==> src/rtl/core/sida_pkg.sv <==
// Shared types, constants and the power-of-ten table for the decimal text converter.
package sida_pkg;

   // Field widths and the highest decimal digit position of a 64-bit magnitude.
   localparam int unsigned ValueWidth = 64;
   localparam int unsigned CharWidth  = 8;
   localparam int unsigned PosWidth   = 5;
   localparam int unsigned MaxPos     = 19;
   localparam int unsigned MaxDigit   = 9;
   localparam int unsigned WideWidth  = ValueWidth + 4;

   // Character codes.
   localparam logic [CharWidth-1:0] MinusChar = 8'h2D;
   localparam logic [CharWidth-1:0] ZeroChar  = 8'h30;
   localparam logic [CharWidth-1:0] NineChar  = 8'h39;

   // One queued number: its sign, magnitude and the position of its leading digit.
   typedef struct packed {
      logic                  neg;
      logic [ValueWidth-1:0] mag;
      logic [PosWidth-1:0]   top;
   } item_type;

   // Ten to the power of a digit position.
   function automatic logic [ValueWidth-1:0] pow10(input logic [PosWidth-1:0] pos);
      logic [ValueWidth-1:0] result;
      case (pos)
         5'd0:    result = 64'd1;
         5'd1:    result = 64'd10;
         5'd2:    result = 64'd100;
         5'd3:    result = 64'd1000;
         5'd4:    result = 64'd10000;
         5'd5:    result = 64'd100000;
         5'd6:    result = 64'd1000000;
         5'd7:    result = 64'd10000000;
         5'd8:    result = 64'd100000000;
         5'd9:    result = 64'd1000000000;
         5'd10:   result = 64'd10000000000;
         5'd11:   result = 64'd100000000000;
         5'd12:   result = 64'd1000000000000;
         5'd13:   result = 64'd10000000000000;
         5'd14:   result = 64'd100000000000000;
         5'd15:   result = 64'd1000000000000000;
         5'd16:   result = 64'd10000000000000000;
         5'd17:   result = 64'd100000000000000000;
         5'd18:   result = 64'd1000000000000000000;
         5'd19:   result = 64'd10000000000000000000;
         default: result = '0;
      endcase
      return result;
   endfunction

endpackage

==> src/rtl/core/sida_front.sv <==
// Front end: takes numbers, forms sign and magnitude, and finds the leading digit position.
module sida_front (
   input  logic                                clock,
   input  logic                                reset,
   input  logic                                req_valid,
   output logic                                req_stall,
   input  logic signed [sida_pkg::ValueWidth-1:0] req_value,
   output logic                                push,
   output sida_pkg::item_type                  push_item,
   input  logic                                q_full
);

   logic                            a_valid_ff;
   logic                            a_neg_ff;
   logic [sida_pkg::ValueWidth-1:0] a_mag_ff;
   logic [sida_pkg::MaxPos-1:0]     ge_vec;
   logic                            accept;

   // The stage holds when the queue is full.
   assign push      = a_valid_ff && !q_full;
   assign req_stall = a_valid_ff && q_full;
   assign accept    = req_valid && !req_stall;

   // Valid flag of the stage.
   always_ff @(posedge clock) begin
      if (reset) begin
         a_valid_ff <= 1'b0;
      end else if (accept) begin
         a_valid_ff <= 1'b1;
      end else if (push) begin
         a_valid_ff <= 1'b0;
      end
   end

   // The magnitude is the unsigned two's complement negation of a negative value.
   always_ff @(posedge clock) begin
      if (accept) begin
         a_neg_ff <= req_value[sida_pkg::ValueWidth-1];
         a_mag_ff <= req_value[sida_pkg::ValueWidth-1] ?
                     (~req_value + sida_pkg::ValueWidth'(1)) : req_value;
      end
   end

   // Count the powers of ten not above the magnitude to locate the leading digit.
   always_comb begin
      for (int k = 1; k <= sida_pkg::MaxPos; k++) begin
         ge_vec[k-1] = a_mag_ff >= sida_pkg::pow10(sida_pkg::PosWidth'(k));
      end
   end

   assign push_item.neg = a_neg_ff;
   assign push_item.mag = a_mag_ff;
   assign push_item.top = sida_pkg::PosWidth'($countones(ge_vec));

endmodule

==> config.mk <==
export PLATFORM = sky130hd
export DESIGN_NAME = sida_front
export DESIGN_NICKNAME = d
export VERILOG_FILES = /design/src/rtl/core/sida_pkg.sv /design/src/rtl/core/sida_front.sv
export SDC_FILE = /design/constraint.sdc
export NUM_CORES = 1
export LEC_CHECK = 0
export BUFFER_PORTS_ARGS = -buffer_cell sky130_fd_sc_hd__buf_2
export CORE_MARGIN = 5
export CORE_UTILIZATION = 51
export DETAILED_ROUTE_END_ITERATION = 10
export PLACE_DENSITY = 0.76
export SLEW_MARGIN = 30
export SYNTH_ARGS = -nofsm -noshare
export SYNTH_HDL_FRONTEND = slang
export SYNTH_SLANG_ARGS = --single-unit
==> constraint.sdc <==
create_clock -name clock -period 15.07 [get_ports clock]
set_input_delay 1.507 -clock clock [delete_from_list [all_inputs] [get_ports clock]]
set_output_delay 1.507 -clock clock [all_outputs]
set_load 0.02 [all_outputs]
==> impl_metrics.toml <==
[power_and_ir_drop]
finalPower_uw = 581.6
p_sw_uw = 184.3
power_density_nw_per_um2 = 84.26
combPwrFrac_pct = 21.1
internal_power_uw = 397.3
p_clk_share_pct = 34.1
seqPwrFrac_pct = 44.8
ir_drop_v = 0.00005381
switching_share_pct = 31.68
leakage_nw = 2.403

[clock_network]
postCtsSetupBuffers = 0
cts.repair.resized = 0
clkSlewWorstSetupHoldPaths_ns = 0.05
numCtsBuffers = 9
clk_latency_ns = 0.32
cts-hold-fix-buffers = 0
cts_buffer_depth = 2
clock_sinks = 66
h-tree-depth = 3
tritoncts = "built"
root_buffer = "clkbuf_16"

[outcome]
status = "finished clean"

[routing]
drt_iter0_markers = 501
routed_wl_mm = 18.86
vias_per_cell = 6.497
wire_per_inst_um = 20.98
antenna_left = 0
drc = 0
vias = 5841
firstDrtPassIters = 5

[placed_design]
io_buffers = 139
place_ws_ns = 7.336
hpwl_mm = 14.57
place_congestion = 0.9549

[job]
drv_cap = 0

[critical_path]
worst-setup-path-type = "reg2out"
required_ns = 13.56
cp_data_arrival_time_ns = 6.55
endpoint_kind = "output port"
startpoint_type = "register"
critPathMaxFanout = 14

[sta]
skew_ns = 0.006687
tightest_slew_ns = 0.7870
rsz0062_at_grt = "false"
fin_tns_setup_ns = 0
slew_viol_final = 0
period_share_pct = 53.44
fin_ws_ns = 7.016
finalSetupViolCount = 0
fmax_ghz = 0.1242
finalHoldViolations = 0
fin_crit_ns = 8.054
slew_headroom_pct = 46.18

[yosys]
synth.distinct_cells = 65
synth_top_area_share_pct = 33.12
async_flop_share_pct = 0
syn_area_um2 = 5893
yosysWarnings = 0
synth.avg_cell_area_um2 = 9.194
synth_nets = 730
yosys-top-cells-area = "edfxtp_1 33%, xnor2_1 9.1%, fa_1 4.4%"
ys.flop_type = "edfxtp_1"
synthCells = 641
ys_seq_area_share_pct = 33.46
yosysTopAreaCell = "edfxtp_1"
synth_seq_cells = 66
synth_edf_count = 65

[cells_and_area]
drive_above_1_share_pct = 24.21
utilization_pct = 60.71
diodes = 0
layout_commonest_cell = "buf_2"
fillers = 995
area_growth_pct = 17.13
final_nets = 840
mostFrequentLayoutCells = "138 x buf_2, 65 x edfxtp_1, 61 x xnor2_1"

[global_route]
grt_pass1_wl_mm = 29.88
grt_max_degree = 66
grtUsageMet2_pct = 41.23
top_usage_layer = "met2"
grt.overflow.total = 0
antenna_found_initial = 0
met1_usage_pct = 37.42
grtUsageTotal_pct = 26.48
met3_usage_pct = 3.940
grt_pass1_vias = 5623

[die]
core_area_um2 = 11370
start_util_pct = 51.83
io_pins = 140
die_x_um = 117.5
core.rowCount = 39
die_h_um = 117.5
fp.dieArea_um2 = 13810

[min_path]
hold_path_class = "reg2reg"
path summary, 6_finish.rpt:
| check | from | end | slack (ns) | cells after the start |
|---|---|---|---|---|
| setup / recovery | a_mag_ff[47] | push_item[4] | 7.02 | 16 |
| hold / removal | a_valid_ff | a_valid_ff | 0.66 | 3 |
| setup reg to reg | a_valid_ff | a_mag_ff[63] | 13.44 | 3 |
| hold reg to reg | a_valid_ff | a_valid_ff | 0.66 | 3 |
cell type report:
class	count	area, um^2	area share [%]
Clock inverter	6	57.56	0.8338
Multi-Input combinational cell	513	3681	53.33
Timing Repair Buffer	140	705.7	10.22
Clock buffer	10	229.0	3.317
Tap cell	143	178.9	2.592
Inverter	21	78.83	1.142
Sequential cell	66	1972	28.57
cells in the mapped netlist, drive strengths merged, types with 3 or more instances:
library cell  count
o21a              4
a2111oi           3
fa               13
and3              8
or3              17
or4b              4
ha                8
nor3             28
nor4             27
inv              21
a211o             3
o211ai            7
buf               6
nor2b             5
nor4b             3
a21oi            21
o21ai            40
a31oi             5
nand3b            5
nand3            28
clkbuf           35
a211oi            6
nor3b             3
o41ai            17
xnor2            61
or4              16
nand2            49
o311a             4
nand4b            5
nor2             30
o2111ai           3
and2              6
a221oi            3
nor4bb            3
edfxtp           65
or2               7
o31ai            27
nand4            12
nand2b            9
o211a             3
flip-flops by register name, summed over array words and instances, names as in the netlist:
| register | count |
|---|---|
| a_mag_ff | 64 |
| a_neg_ff | 1 |
| a_valid_ff | 1 |
metrics by stage:
step / hold slack [ns] / cells / cell area (um^2)
floorplan: 0.6831 / 641 / 5893
global placement: 0.6328 / 883 / 6614
detailed placement: 0.6536 / 883 / 6614
CTS: 0.6609 / 899 / 6900
global route: 0.7066 / 899 / 6903
finish: 0.6561 / 899 / 6903
layer usage:
layer / up-vias / wire length, um
met3: 46 / 1461
li1: 2696 / -
met1: 2826 / 7902
met4: 0 / 547
met2: 273 / 8951
met5: - / 0
critical path, cell delays in order (launching register included):
cell,delay (ns)
edfxtp_1,0.57
nor4_1,0.42
nand2_1,0.13
or4_1,0.65
or4b_4,0.58
nor3_2,0.21
fa_1,0.48
fa_1,0.52
fa_1,0.52
fa_1,0.52
fa_1,0.51
fa_1,0.43
inv_1,0.10
fa_1,0.22
a21oi_1,0.08
o21bai_1,0.11
buf_2,0.17
kinds of logic after synthesis:
| logic type | count (synthesis) | share of synthesized area [%] |
|---|---|---|
| compound gates | 160 | 19.47 |
| xor+xnor | 63 | 9.363 |
| fa+ha+maj | 21 | 6.115 |
| buf+inv | 62 | 4.204 |
| flops | 66 | 33.46 |
| simple gates | 269 | 27.39 |
power groups by stage:
stage | Combinational [mW] | Sequential (mW) | Clock (mW)
6_report | 0.123 | 0.261 | 0.198
3_3_place_gp | 0.121 | 0.261 | 0
2_1_floorplan | 0.0709 | 0.258 | 0
4_1_cts | 0.122 | 0.259 | 0.200
3_5_place_dp | 0.122 | 0.262 | 0
5_1_grt | 0.133 | 0.263 | 0.211
No activity file was read; power rests on OpenSTA's default activity.
