`src/rtl/core/sida_pkg.sv`:
```
// Shared types, constants and the power-of-ten table for the decimal text converter.
package sida_pkg;

   // Field widths and the highest decimal digit position of a 64-bit magnitude.
   localparam int unsigned ValueWidth = 64;
   localparam int unsigned CharWidth  = 8;
   localparam int unsigned PosWidth   = 5;
   localparam int unsigned MaxPos     = 19;
   localparam int unsigned MaxDigit   = 9;
   localparam int unsigned WideWidth  = ValueWidth + 4;

   // Character codes.
   localparam logic [CharWidth-1:0] MinusChar = 8'h2D;
   localparam logic [CharWidth-1:0] ZeroChar  = 8'h30;
   localparam logic [CharWidth-1:0] NineChar  = 8'h39;

   // One queued number: its sign, magnitude and the position of its leading digit.
   typedef struct packed {
      logic                  neg;
      logic [ValueWidth-1:0] mag;
      logic [PosWidth-1:0]   top;
   } item_type;

   // Ten to the power of a digit position.
   function automatic logic [ValueWidth-1:0] pow10(input logic [PosWidth-1:0] pos);
      logic [ValueWidth-1:0] result;
      case (pos)
         5'd0:    result = 64'd1;
         5'd1:    result = 64'd10;
         5'd2:    result = 64'd100;
         5'd3:    result = 64'd1000;
         5'd4:    result = 64'd10000;
         5'd5:    result = 64'd100000;
         5'd6:    result = 64'd1000000;
         5'd7:    result = 64'd10000000;
         5'd8:    result = 64'd100000000;
         5'd9:    result = 64'd1000000000;
         5'd10:   result = 64'd10000000000;
         5'd11:   result = 64'd100000000000;
         5'd12:   result = 64'd1000000000000;
         5'd13:   result = 64'd10000000000000;
         5'd14:   result = 64'd100000000000000;
         5'd15:   result = 64'd1000000000000000;
         5'd16:   result = 64'd10000000000000000;
         5'd17:   result = 64'd100000000000000000;
         5'd18:   result = 64'd1000000000000000000;
         5'd19:   result = 64'd10000000000000000000;
         default: result = '0;
      endcase
      return result;
   endfunction

endpackage

```
`src/rtl/core/sida_queue.sv`:
```
// Short queue that decouples the front end from the digit generator.
module sida_queue #(
   parameter int Depth = 2
) (
   input  logic               clock,
   input  logic               reset,
   input  logic               push,
   input  sida_pkg::item_type push_item,
   output logic               full,
   input  logic               pop,
   output logic               head_valid,
   output sida_pkg::item_type head_item
);

   localparam int PtrWidth   = $clog2(Depth);
   localparam int CountWidth = $clog2(Depth + 1);

   sida_pkg::item_type    entry_ff [Depth];
   logic [PtrWidth-1:0]   wr_ptr_ff;
   logic [PtrWidth-1:0]   rd_ptr_ff;
   logic [CountWidth-1:0] count_ff;

   assign full       = count_ff == CountWidth'(Depth);
   assign head_valid = count_ff != '0;
   assign head_item  = entry_ff[rd_ptr_ff];

   // Pointers and fill count.
   always_ff @(posedge clock) begin
      if (reset) begin
         wr_ptr_ff <= '0;
         rd_ptr_ff <= '0;
         count_ff  <= '0;
      end else begin
         if (push) begin
            wr_ptr_ff <= (wr_ptr_ff == PtrWidth'(Depth - 1)) ? '0 : wr_ptr_ff + 1'b1;
         end
         if (pop) begin
            rd_ptr_ff <= (rd_ptr_ff == PtrWidth'(Depth - 1)) ? '0 : rd_ptr_ff + 1'b1;
         end
         if (push && !pop) begin
            count_ff <= count_ff + 1'b1;
         end else if (pop && !push) begin
            count_ff <= count_ff - 1'b1;
         end
      end
   end

   // Entry storage.
   always_ff @(posedge clock) begin
      if (push) begin
         entry_ff[wr_ptr_ff] <= push_item;
      end
   end

endmodule

```
`config.mk`:
```
export PLATFORM = sky130hd
export DESIGN_NAME = sida_queue
export DESIGN_NICKNAME = d
export VERILOG_FILES = /design/src/rtl/core/sida_pkg.sv /design/src/rtl/core/sida_queue.sv
export SDC_FILE = /design/constraint.sdc
export NUM_CORES = 1
export LEC_CHECK = 0
export BUFFER_PORTS_ARGS = -buffer_cell sky130_fd_sc_hd__buf_2
export CORE_UTILIZATION = 52
export CTS_CLUSTER_DIAMETER = 100
export DETAILED_ROUTE_END_ITERATION = 10
export GPL_ROUTABILITY_DRIVEN = 0
export GPL_TIMING_DRIVEN = 1
export PLACE_DENSITY = 0.79
export SYNTH_ARGS = -nofsm -noshare
export SYNTH_HDL_FRONTEND = slang
export SYNTH_SLANG_ARGS = --single-unit
```
`constraint.sdc`:
```
create_clock -name clock -period 5.4 [get_ports clock]
set_input_delay 0 -clock clock [delete_from_list [all_inputs] [get_ports clock]]
set_output_delay 0 -clock clock [all_outputs]
set_load 0.02 [all_outputs]
```
==> metrics.md <==
| Metric | Value |
|---|---|
| Internal | `2.21 mW` |
| Status | `finished, final reports clean` |
| Slew Limit Headroom | `0.365` |
| Setup TNS Final | `0 ps` |
| ANT cells | `0` |
| RSZ-0062 raised after global routing | `no` |
| Pleak | `2.85 nW` |
| Synth async-reset ratio | `0` |
| #FFs+latches synth | `145` |
| Vias per cell | `4.93` |
| Max-Cap Viols | `0` |
| Synth warnings | `0` |
| Core Area | `9820 µm²` |
| WHS | `212 ps` |
| Number of flops mapped to enable cells by yosys | `140` |
| Mapped Nets | `315` |
| Worst Path Max Fanout | `70` |
| Combinational fraction of design power | `0.119` |
| Kind of critical path | `flip-flop to output port` |
| WP data required | `5400 ps` |
| WP data arrival | `2090 ps` |
| Post-synth top area share | `0.795` |
| CP Capture Type | `output port` |
| Dpl ws | `3740 ps` |
| CTS Buf Count | `17` |
| Clock sinks | `145` |
| Sequential share of power | `0.475` |
| Die Span Y | `103 µm` |
| Drt pass-1 iters | `4` |
| Worst-path clk slew | `60 ps` |
| Avg WL per Cell | `17.0 µm` |
| Critical path buffers and inverters | `1` |
| CTS tree | `built` |
| H-tree Lvls | `4` |
| Clock Skew | `7.81 ps` |
| Dpl hpwl | `5480 µm` |
| Worst path cell trace | `mux2_2 -> buf_2` |
| VDD IR-drop max | `0.219 mV` |
| # IOs | `146` |
| Initial DRC Count | `105` |
| Cells after Synth | `240` |
| Initial core utilization | `0.538` |
| Clk Latency, worst-skew pair | `510 ps` |
| Post-CTS Setup Bufs | `0` |
| Final max-slew violation count | `0` |
| Type of the worst min-delay path | `input port to flip-flop` |
| Setup ws final | `3310 ps` |
| Initial antenna violation count | `0` |
| Post-layout nets | `546` |
| Synth unique cells | `17` |
| Area grow syn2layout | `40.8%` |
| Worst path top cell family by delay | `flip-flops` |
| DR vias | `3,034` |
| Sw Pwr | `0.633 mW` |
| CP max-delay cell | `dfxtp_4` |
| Post-Syn Area | `5290 µm²` |
| Worst-Margin Slew | `953 ps` |
| Most frequent cell after synthesis | `edfxtp_1` |
| Slowest stage delay, CP | `960 ps` |
| Tcrit/Tclk final | `0.387` |
| Routed Antenna Nets | `0` |
| Total Power | `2.85 mW` |
| Largest area contributor in the netlist | `edfxtp_1` |
| Top cells by count, synth | `edfxtp_1 (140), mux2_2 (70), buf_6 (7)` |
| Placed cell count | `511` |
| Grt ovf | `0` |
| Buffers on Ports | `145` |
| Ranking of synthesized cells by area | `edfxtp_1 (80%), mux2_2 (15%), dfxtp_1 (1.9%)` |
| Minimum clock period | `2090 ps` |
| Final hold vios | `0` |
| Die area | `10,600 µm²` |
| Clk pwr share | `0.406` |
| PD cells | `382 nW/µm²` |
| Finish-stage setup viols | `0` |
| All-Layer GR Usage | `0.205` |
| Fin cells | `615` |
| Clk root buf | `clkbuf_8` |
| Startpoint types | `flip-flop` |
| # DRC | `0` |
| WL final | `10,500 µm` |
| Sequential-to-total area share from yosys stat | `0.814` |
| Die width | `103 µm` |
| Largest net degree at the start of global routing | `71` |
| Switching Share | `0.222` |
| Layout cells sized above 1 | `0.515` |
| Vias in the first global route | `3,185` |
| Main flop type after synthesis | `edfxtp_1` |
| Maximum clock rate | `479 MHz` |
| Clk buf depth | `2` |
| Mean Syn Cell Area | `22.0 µm²` |
| First-pass GRT wire length | `15,400 µm` |
| Site row count | `36` |
-- cell type report --
cell class / count / area (µm²)
Sequential cell: 145 / 4310
Fill cell: 604 / 2380
Timing Repair Buffer: 220 / 1470
Multi-Input combinational cell: 86 / 905
Clock buffer: 18 / 418
Clock inverter: 12 / 168
Tap cell: 133 / 166
Inverter: 1 / 3.75
-- cells by family after synthesis --
kind of cell             after synthesis  synth area share
flip-flops                           145             0.814
multiplexers                          70             0.149
buffers and inverters                  9            0.0166
AND/OR/NAND/NOR                        9           0.00923
XOR/XNOR                               4           0.00663
AO/OA/AOI/OAI                          2           0.00189
adder cells (fa/ha/maj)                1           0.00237
-- path summary, 6_finish.rpt --
check / startpoint / endpoint / slack (ps) / cells past startpoint
setup reg to reg: wr_ptr_ff$_SDFFE_PP0P_ / entry_ff[1][54]$_DFFE_PP_ / 3730 / 1
hold reg to reg: rd_ptr_ff$_SDFFE_PP0P_ / rd_ptr_ff$_SDFFE_PP0P_ / 550 / 2
hold / removal: push_item[2] / entry_ff[1][2]$_DFFE_PP_ / 210 / 2
setup / recovery: flip-flop / head_item[51] / 3310 / 2
-- metrics by stage --
step / cell area [µm²] / util
4_1_cts: 7440 / 0.758
3_5_place_dp: 6120 / 0.623
2_1_floorplan: 5290 / -
6_report: 7440 / 0.758
3_3_place_gp: 6120 / 0.623
5_1_grt: 7440 / 0.758
-- layer usage --
| metal | part of all wire | wire [µm] | track usage | vias up |
|---|---|---|---|---|
| li1 | - | - | - | 1409 |
| met1 | 0.37 | 3870 | 0.213 | 1514 |
| met2 | 0.57 | 5970 | 0.384 | 93 |
| met3 | 0.040 | 422 | 0.0549 | 18 |
| met4 | 0.020 | 214 | 0.0921 | 0 |
| met5 | 0 | 0 | 0 | - |
-- cells in the final DEF, fill, tap and decap left out, drive strengths merged --
master       synthesis  routed
inv                  1       1
dlygate4sd3          0      74
xor2                 2       2
and2b                1       1
clkinvlp             0       1
a21oi                1       1
bufinv               0       4
buf                  8     146
ha                   1       1
nor2                 4       4
or3                  1       1
clkinv               0       7
and2                 1       1
or2                  1       1
edfxtp             140     140
clkbuf               0      18
mux2                70      70
o21ai                1       1
xnor2                2       2
dfxtp                5       5
nor2b                1       1
-- timing repair --
action	4_1_cts	5_1_grt
hold buffers	74	0
hold endpoints to repair	145	0
setup endpoints to repair	0	0
resized for setup	0	0
-- power by group through the flow --
stage	combinational (mW)	clock [mW]	sequential [mW]
2_1_floorplan	0.211	0	1.35
5_1_grt	0.362	1.22	1.36
3_5_place_dp	0.292	0	1.37
4_1_cts	0.336	1.17	1.35
3_3_place_gp	0.286	0	1.37
6_report	0.339	1.16	1.35
-- flip-flops by register name (all words and copies together), names as in the netlist, named ones only --
name,cells
count_ff,2
entry_ff,140
rd_ptr_ff,1
wr_ptr_ff,1
Power figures use the tool's default switching activity.
